### src/rtl/core/orot_pkg.sv
package orot_pkg;

  // Field formats
  localparam int COORD_W   = 24;             // centre / extent width
  localparam int AXIS_W    = 16;             // axis component width
  localparam int AXIS_FRAC = AXIS_W - 2;     // axis fraction bits

  // Port field widths, fixed by the channel definition
  localparam int CENTER_W  = 48;
  localparam int AXES_W    = 64;
  localparam int EXT_W     = 48;

  // Internal arithmetic widths
  localparam int DIFF_W    = COORD_W + 1;          // centre difference
  localparam int PRODA_W   = AXIS_W + DIFF_W;      // axis * difference
  localparam int PROJ_W    = PRODA_W + 1;          // dot product / its magnitude
  localparam int PRODX_W   = 2 * AXIS_W;           // axis * axis
  localparam int CROSS_W   = PRODX_W + 1;          // signed axis dot product
  localparam int XMAG_W    = 2 * AXIS_W;           // |axis . axis| <= 2^(2*AXIS_W-1)
  localparam int TERM_W    = COORD_W + XMAG_W;     // extent * |axis . axis|
  localparam int CMP_W     = TERM_W + 2;           // three-term extent sum

  localparam int NUM_AXES  = 4;

  // Queue between front and back
  localparam int QUEUE_DEPTH = 2;
  localparam int QPTR_W      = $clog2(QUEUE_DEPTH);
  localparam int QCNT_W      = $clog2(QUEUE_DEPTH + 1);

  // Decoded pair of rectangles
  typedef struct packed {
    logic signed [DIFF_W-1:0] dx;
    logic signed [DIFF_W-1:0] dy;
    logic signed [AXIS_W-1:0] a0;
    logic signed [AXIS_W-1:0] a1;
    logic signed [AXIS_W-1:0] a2;
    logic signed [AXIS_W-1:0] a3;
    logic signed [AXIS_W-1:0] b0;
    logic signed [AXIS_W-1:0] b1;
    logic signed [AXIS_W-1:0] b2;
    logic signed [AXIS_W-1:0] b3;
    logic [COORD_W-1:0]       ea0;
    logic [COORD_W-1:0]       ea1;
    logic [COORD_W-1:0]       eb0;
    logic [COORD_W-1:0]       eb1;
  } orot_item_t;

endpackage

### src/rtl/core/orot_queue.sv
module orot_queue
  import orot_pkg::*;
(
  input  logic       clk,
  input  logic       rst_n,
  input  logic       push_valid,
  output logic       push_ready,
  input  orot_item_t push_item,
  output logic       pop_valid,
  input  logic       pop_ready,
  output orot_item_t pop_item
);

  orot_item_t          slot_r [QUEUE_DEPTH];
  logic [QPTR_W-1:0]   wr_ptr_r, rd_ptr_r;
  logic [QCNT_W-1:0]   count_r;
  logic                do_push, do_pop;

  assign push_ready = (count_r != QCNT_W'(QUEUE_DEPTH));
  assign pop_valid  = (count_r != '0);
  assign pop_item   = slot_r[rd_ptr_r];
  assign do_push    = push_valid && push_ready;
  assign do_pop     = pop_valid && pop_ready;

  function automatic logic [QPTR_W-1:0] ptr_inc(input logic [QPTR_W-1:0] p);
    return (p == QPTR_W'(QUEUE_DEPTH - 1)) ? '0 : p + 1'b1;
  endfunction

  always_ff @(posedge clk) begin
    if (!rst_n) begin
      wr_ptr_r <= '0;
      rd_ptr_r <= '0;
      count_r  <= '0;
    end else begin
      if (do_push) wr_ptr_r <= ptr_inc(wr_ptr_r);
      if (do_pop)  rd_ptr_r <= ptr_inc(rd_ptr_r);
      if (do_push && !do_pop)      count_r <= count_r + 1'b1;
      else if (do_pop && !do_push) count_r <= count_r - 1'b1;
    end
  end

  always_ff @(posedge clk) begin
    if (do_push) begin
      slot_r[wr_ptr_r] <= push_item;
    end
  end

endmodule

### config.mk
export PLATFORM = sky130hd
export DESIGN_NAME = orot_queue
export DESIGN_NICKNAME = d
export VERILOG_FILES = /design/src/rtl/core/orot_pkg.sv /design/src/rtl/core/orot_queue.sv
export SDC_FILE = /design/constraint.sdc
export NUM_CORES = 1
export LEC_CHECK = 0
export BUFFER_PORTS_ARGS = -buffer_cell sky130_fd_sc_hd__buf_2
export CORE_UTILIZATION = 40
export CTS_CLUSTER_SIZE = 24
export DETAILED_ROUTE_END_ITERATION = 8
export SLEW_MARGIN = 10
export SYNTH_ARGS = -nofsm -noshare
export SYNTH_HDL_FRONTEND = slang
export SYNTH_SLANG_ARGS = --single-unit
### constraint.sdc
create_clock -name clk -period 9 [get_ports clk]
set_clock_uncertainty 0.2 [all_clocks]
set_input_delay 0.45 -clock clk [delete_from_list [all_inputs] [get_ports clk]]
set_output_delay 0.45 -clock clk [all_outputs]
set_load 0.03 [all_outputs]
# [Word-level counts from Yosys, hierarchy flattened]
# Memories as Yosys holds them, arrays and structs flattened. A register that Yosys moved wholly into a read port is not among the register bits.
# Index checks and enable logic that the tools add are counted.
[word_totals] mem_count=1 latchBits=0 rom_bits=0 out_inout_bits=276 in_bits=278 ramBits=548 regBits=4
[op_classes] addsub=4 n_lt_le_gt_ge=0 n_eq_ne=1 shift=0 n_mul=0 mux=8 reduce_logical=8 bitwise=0 n_div=0
[mem_list] name="slot_r" depth=2 word_bits=274 read_ports=1 rd_clocked_by_memory_dff=1 wr=1 line_no="orot_queue.sv:14" source="orot_item_t slot_r [QUEUE_DEPTH];"
[ops] cell="$mux 1" count=6
[ops] cell="$logic_and 1x1->1" count=4
[ops] cell="$mux 2" count=2
[ops] cell="$reduce_bool 2->1" count=2
[ops] cell="$add 1x1->1 const B" count=2
[ops] cell="$add 2x1->2 const B" count=1
[ops] cell="$logic_not 1->1" count=2
[ops] cell="$ne 2x2->1 const B" count=1
[ops] cell="$sub 2x1->2 const B" count=1

# [Depth between registers and ports, before layout]
# Gate-level depths: netlist of run 1.
[logic_depth] word_depth=6 depth_mapped=6 ltp_nobuf=6

# [Worst setup path after synthesis of run 1]
# OpenSTA, ideal clock, no wires.
[synth_path] path_kind="register to register" startpoint="reg count_r[0]" endpoint="mem slot_r[1][0] (netlist name) (enable)" path_buffers=0 t_arrival_ps=6928 stages_incl_launch_ff=3 required_time_ps=8128 path_slack_ps=1201 setup_time_ps=672 cell_sequence="dfxtp_1 -> nand2b_4 -> and3_1"
[synth_via] elab_chain_len=4
[synth_rtl] item="start, declared" line_no="orot_queue.sv:16" source="logic [QCNT_W-1:0] count_r;"
[synth_rtl] item="start signal, assigned" line_no="orot_queue.sv:37" source="if (do_push && !do_pop) count_r <= count_r + 1'b1;"
[synth_rtl] item="start signal, assigned" line_no="orot_queue.sv:38" source="else if (do_pop && !do_push) count_r <= count_r - 1'b1;"
[synth_rtl] item="$ne 2x2->1" line_no="orot_queue.sv:19" source="assign push_ready = (count_r != QCNT_W'(QUEUE_DEPTH));"
[synth_rtl] item="via push_ready" line_no="orot_queue.sv:7" source="output logic push_ready,"
[synth_rtl] item="$logic_and 1x1->1" line_no="orot_queue.sv:22" source="assign do_push = push_valid && push_ready;"
[synth_rtl] item="$mux 1" line_no="orot_queue.sv:43" source="if (do_push) begin"
[synth_rtl] item="$mux 1 (not written as such)" line_no="orot_queue.sv:44" source="slot_r[wr_ptr_r] <= push_item;"
[synth_rtl] item="end, declared" line_no="orot_queue.sv:14"
# The timed path passes the listed nets, and every way through them passes these cells.

==> impl_results.md, run 1 <==
* Max FO, Critical Path at 80
* Crit end category: primary output
* Post-DP Area at 23480 sq um
* Multi-input gate area at 3229 sq um
* # fillers at 3874
* Relative slew margins at 0.2540
* Pin count of the biggest net entering global routing at 140
* P_int at 5.212 mW
* First-pass DRT Iterations at 4
* Synth cell types at 20
* Period minus WS final at 3.804 ns
* Reg-to-reg slack, setup at 5.45 ns
* Flops & latches, synth at 553
* Post-Layout Cell Count at 2442
* CTS Sinks at 553
* PostCTS Resize Cnt at 0
* Hpwl dp at 29360 microns
* RR Endpoint: slot_r[0][180]
* Setup ws final at 5.196 ns
* Final GP Congestion at 0.7689
* Maxcap violations at 0
* Post-place setup slack at 5.349 ns
* Die width at 226.3 microns
* Final Net Count at 2020
* Worst-skew pair later-pin latency at 0.58 ns
* Worst hold stages at 4
* Hold Path Class: in -> reg
* Vias in the first global route at 12.00k
* Total Wirelength at 46430 microns
* Switch Pwr at 2.523 mW
* Clock share of power at 0.267
* CTS Root Cell: clkbuf_16
* Fin crit share at 0.4227
* Comb power frac at 0.303
* Max stage delay on crit path at 0.93 ns
* Routed Antenna Nets at 0
* Worst-path clk slew at 0.06 ns
* Maximum vdd drop at 0.2325 mV
* Fin. Hold Viols at 0
* I/O pin cnt at 554
* Final Instance Area at 27850 sq um
* Total grt overflow at 0
* Highest-count cells in the layout ignoring fill and taps: buf_2, edfxtp_1, dlygate4sd3_1
* Total power at 7.735 mW
* Area grow syn2layout at 38.43%
* Buf/Inv on CP at 2
* Starting density of the core at 0.4084
* CTS tree: built
* Fmax at 0.2629 GHz
* Initial antenna violation count at 3
* Num CTS Buffers at 55
* Min Hold Slack at 0.1525 ns
* Port Buffer Count at 553
* Worst Setup Start Kind: register
* Sequential cell fraction of total power at 0.430
* DRT iter0 DRCs at 558
* Slowest cell on crit path: buf_4
* Hold path start: pop_ready
* Synth Instances at 876
* CTS max path bufs at 3
* Mean post-synth cell area at 22.96 sq um
* Share of layout cells above drive strength 1 at 0.5118
* PD cells at 277.8 nW/um^2
* Row Count at 81
* Yosys warning total at 0
* Delay-heaviest family, CP: buffers and inverters
* Setup violators final at 0
* Unrepaired setup endpoints after global routing: false
* Worst-margin pin slew at 1.119 ns
* Arr. time, crit path at 3.15 ns
* Inst Count DP at 2072
* Slew Viols, Final at 0
* Setup TNS Final at 0 ns
* Most common cell after layout, fill and taps aside: buf_2
* Core Area at 49250 sq um
* Total global-route track usage at 0.1738
* Vias per std cell at 4.639
* FF+latch area at 16560 sq um
* Req. time, crit path at 8.35 ns
* DRC errors left at 0
* Setup Crit Path Kind: reg -> out
* Switching share of power at 0.3262
* Post-synthesis cell area at 20120 sq um
* Status: finished clean
* Leakage at 10.37 nW
* Crit path cell chain: buf_4, mux2_2, buf_2
* R2r startpoint: count_r[0]
* Worst R2R Path Depth at 5
* Die Height at 226.3 microns
* Routed via count at 11.33k
* Routed WL per cell at 19.01 microns
* H-tree Lvls at 2
* Sequential share of the synthesized area at 0.8230
* First-pass GRT wire length at 67220 microns
* Die area at 51190 sq um
* Final core occ at 0.5654
* Syn Nets at 1155
[cells in the mapped netlist (all sizes together)]
| master | n | share of area |
|---|---|---|
| a21bo | 1 | 0.00050 |
| a21boi | 2 | 0.00075 |
| and2 | 4 | 0.0012 |
| and3 | 1 | 0.00031 |
| buf | 30 | 0.016 |
| dfxtp | 5 | 0.0050 |
| edfxtp | 548 | 0.82 |
| ha | 1 | 0.00062 |
| inv | 1 | 0.00019 |
| mux2 | 274 | 0.15 |
| nand2b | 1 | 0.00068 |
| nand3b | 1 | 0.00037 |
| o21ai | 2 | 0.00050 |
| or2 | 1 | 0.00031 |
| or3 | 1 | 0.00031 |
| xnor2 | 2 | 0.00087 |
| xor2 | 1 | 0.00044 |
[what timing repair did]
item,CTS,global route
endpoints found under the hold margin,553,0
buffers inserted,0,0
hold buffers,276,0
[cells by family (layout without fill, tap and decap cells)]
| family | Yosys count | in the layout | share of synthesized area |
|---|---|---|---|
| compound gates | 5 | 5 | 0.001741 |
| xor+xnor | 3 | 3 | 0.001306 |
| fa+ha+maj | 1 | 1 | 0.0006219 |
| buf+inv | 31 | 931 | 0.01667 |
| flops | 553 | 553 | 0.8230 |
| mux | 274 | 274 | 0.1534 |
| other cells | 0 | 2 | 0 |
| simple gates | 9 | 9 | 0.003235 |
[state kept, by name, indices dropped and copies added, names as in the netlist, named ones only]
signal    count
rd_ptr_r      1
count_r       2
slot_r      548
wr_ptr_r      1
[power by group through the flow]
stage,sequential (mW),combinational (mW),clock [mW]
6_report,3.32,2.34,2.07
5_1_grt,3.35,2.47,2.22
4_1_cts,3.32,2.38,2.13
3_5_place_dp,3.38,2.27,0
3_3_place_gp,3.36,2.27,0
2_1_floorplan,3.42,1.69,0
[routing by layer]
layer	track usage	part of all wire	vias to the layer above
met5	0	0.00026	-
met4	0.05689	0.026	2
met1	0.2011	0.39	5603
met2	0.2997	0.50	393
met3	0.06090	0.085	83
li1	-	-	5248
[worst max path at each step]
stage	startpoint	end	cells past startpoint
6_report	register	pop_item[160]	3
5_1_grt	register	pop_item[111]	3
4_1_cts	register	pop_item[10]	3
3_5_place_dp	count_r[0]	slot_r[0][154]	5
3_3_place_gp	push_valid	slot_r[0][154]	5
2_1_floorplan	count_r[0]	slot_r[1][0]	2
[worst min-delay path, delay by kind of cell]
| kind | cells | cell delay (ns) |
|---|---|---|
| buffers and inverters | 1 | 0.08 |
| XOR/XNOR | 1 | 0.16 |
| AND/OR/NAND/NOR | 1 | 0.11 |
| AO/OA/AOI/OAI | 1 | 0.09 |
[area by class of cell]
type                            count  share of cell area
Timing Repair Buffer              838              0.2015
Clock inverter                     22            0.004493
Sequential cell                   553              0.5947
Clock buffer                       70             0.05297
Inverter                            1           0.0004044
Antenna cell                        2           0.0001797
Multi-Input combinational cell    292              0.1160
Tap cell                          664             0.02983
Note: power is estimated with default switching activity, not from simulation.
==> run 2, diff against run 1 <==
clock period = 3.65 ns   (was 9 ns; I/O delays follow)
==> impl_results.md, run 2 (synthesized netlist as in run 1, its figures left out) <==
* Die area at 51190 sq um
* Area grow syn2layout at 40.88%
* # fillers at 3809
* Die width at 226.3 microns
* Relative slew margins at 0.4709
* Min Hold Slack at 0.1076 ns
* Maximum vdd drop at 0.6297 mV
* Highest-count cells in the layout ignoring fill and taps: buf_2, edfxtp_1, dlygate4sd3_1
* Most flop-heavy register: slot_r
* Routed WL per cell at 19.51 microns
* Max stage delay on crit path at 0.81 ns
* Worst R2R Path Depth at 3
* Status: finished clean
* Worst Setup Start Kind: register
* Final Net Count at 2042
* Top Registers: slot_r: 548 flops, count_r: 2 flops
* Setup violators final at 0
* Worst hold endpoint: slot_r[1][67]
* Worst-margin pin slew at 0.7936 ns
* Routed via count at 11.48k
* Sequential cell fraction of total power at 0.414
* Starting density of the core at 0.4084
* Post-Layout Cell Count at 2477
* PostCTS Resize Cnt at 0
* Most common cell after layout, fill and taps aside: buf_2
* Leakage at 10.62 nW
* PD cells at 696.5 nW/um^2
* Arr. time, crit path at 2.46 ns
* I/O pin cnt at 554
* CTS tree: built
* RR Endpoint: slot_r[1][117]
* R2r startpoint: count_r[0]
* Post CTS Setup Buffer Count at 0
* DRC errors left at 0
* Maxcap violations at 0
* First-pass GRT wire length at 69630 microns
* Hold Path Class: in -> reg
* Total grt overflow at 0
* Crit end category: primary output
* First-pass DRT Iterations at 4
* DRT iter0 DRCs at 527
* Row Count at 81
* CTS Root Cell: clkbuf_16
* Max reg flops at 548
* Num CTS Buffers at 57
* Setup Crit Path Kind: reg -> out
* Final core occ at 0.5753
* Fmax at 0.3514 GHz
* H-tree Lvls at 2
* Clock share of power at 0.284
* Unrepaired setup endpoints after global routing: false
* Port Buffer Count at 553
* Core Area at 49250 sq um
* Switch Pwr at 6.384 mW
* Share of layout cells above drive strength 1 at 0.5213
* Hold path start: push_item[67]
* Die Height at 226.3 microns
* Vias per std cell at 4.634
* Hpwl dp at 31740 microns
* Total Wirelength at 48330 microns
* Comb power frac at 0.301
* Final GP Congestion at 0.7804
* P_int at 13.35 mW
* Initial antenna violation count at 8
* CTS Sinks at 553
* Req. time, crit path at 3.27 ns
* Period minus WS final at 2.846 ns
* Worst-skew pair later-pin latency at 0.60 ns
* Max FO, Critical Path at 43
* Cts hold-fix bufs at 277
* Pin count of the biggest net entering global routing at 65
* Delay-heaviest family, CP: flip-flops
* Fin crit share at 0.7798
* Buf/Inv on CP at 2
* Total global-route track usage at 0.1811
* Switching share of power at 0.3234
* Worst-path clk slew at 0.06 ns
* Slew Viols, Final at 0
* Slowest cell on crit path: dfxtp_4
* Reg-to-reg slack, setup at 1.43 ns
* Fin. Hold Viols at 0
* Routed Antenna Nets at 0
* Crit path cell chain: buf_4, mux2_2, buf_2
* CTS max path bufs at 3
* Vias in the first global route at 12.32k
* Worst hold stages at 2
* Inst Count DP at 2091
[run 2: how the worst max path moves through the flow]
stage,cells past startpoint,slack (ns),end
final,3,0.80,pop_item[228]
after floorplan,3,-1.72,slot_r[0][0]
after global routing,3,0.67,pop_item[227]
after detailed placement,3,1.36,pop_item[253]
after global placement,3,1.39,pop_item[6]
after CTS,3,0.70,pop_item[253]
[run 2: cell type report]
class                      instances  area (sq um)  area share
clock buffer                      71          1521     0.05369
inverter                           1         7.507   0.0002649
tap                              664         830.8     0.02932
multi-input combinational        292          3229      0.1140
clock inverter                    32         285.3     0.01007
timing repair buffer             858          5888      0.2078
antenna                            6         15.01   0.0005298
sequential                       553         16560      0.5844
[run 2: per-stage QoR]
step / setup TNS [ns] / setup WS [ns] / area [sq um] / total power, mW
after detailed placement: 0 / 1.356 / 23740 / 14.04
after floorplan: -721.37 / -1.721 / 20120 / 12.49
after global routing: 0 / 0.6735 / 28340 / 20.48
final: 0 / 0.8039 / 28340 / 19.74
after global placement: 0 / 1.389 / 23740 / 14.00
after CTS: 0 / 0.6984 / 28320 / 19.96
[run 2: power groups by stage]
stage,clock (mW),combinational [mW],sequential [mW]
5_1_grt,5.99,6.24,8.25
4_1_cts,5.77,6.00,8.19
6_report,5.62,5.94,8.18
3_5_place_dp,0,5.72,8.32
2_1_floorplan,0,4.17,8.32
3_3_place_gp,0,5.71,8.28
[run 2: routing by layer]
metal,vias up,track usage,routed length (microns),part of all wire
met1,5691,0.2124,18720,0.39
met2,416,0.3165,24770,0.51
met5,-,0,25,0.00052
met3,67,0.05196,3636,0.075
li1,5300,-,-,-
met4,4,0.06299,1167,0.024
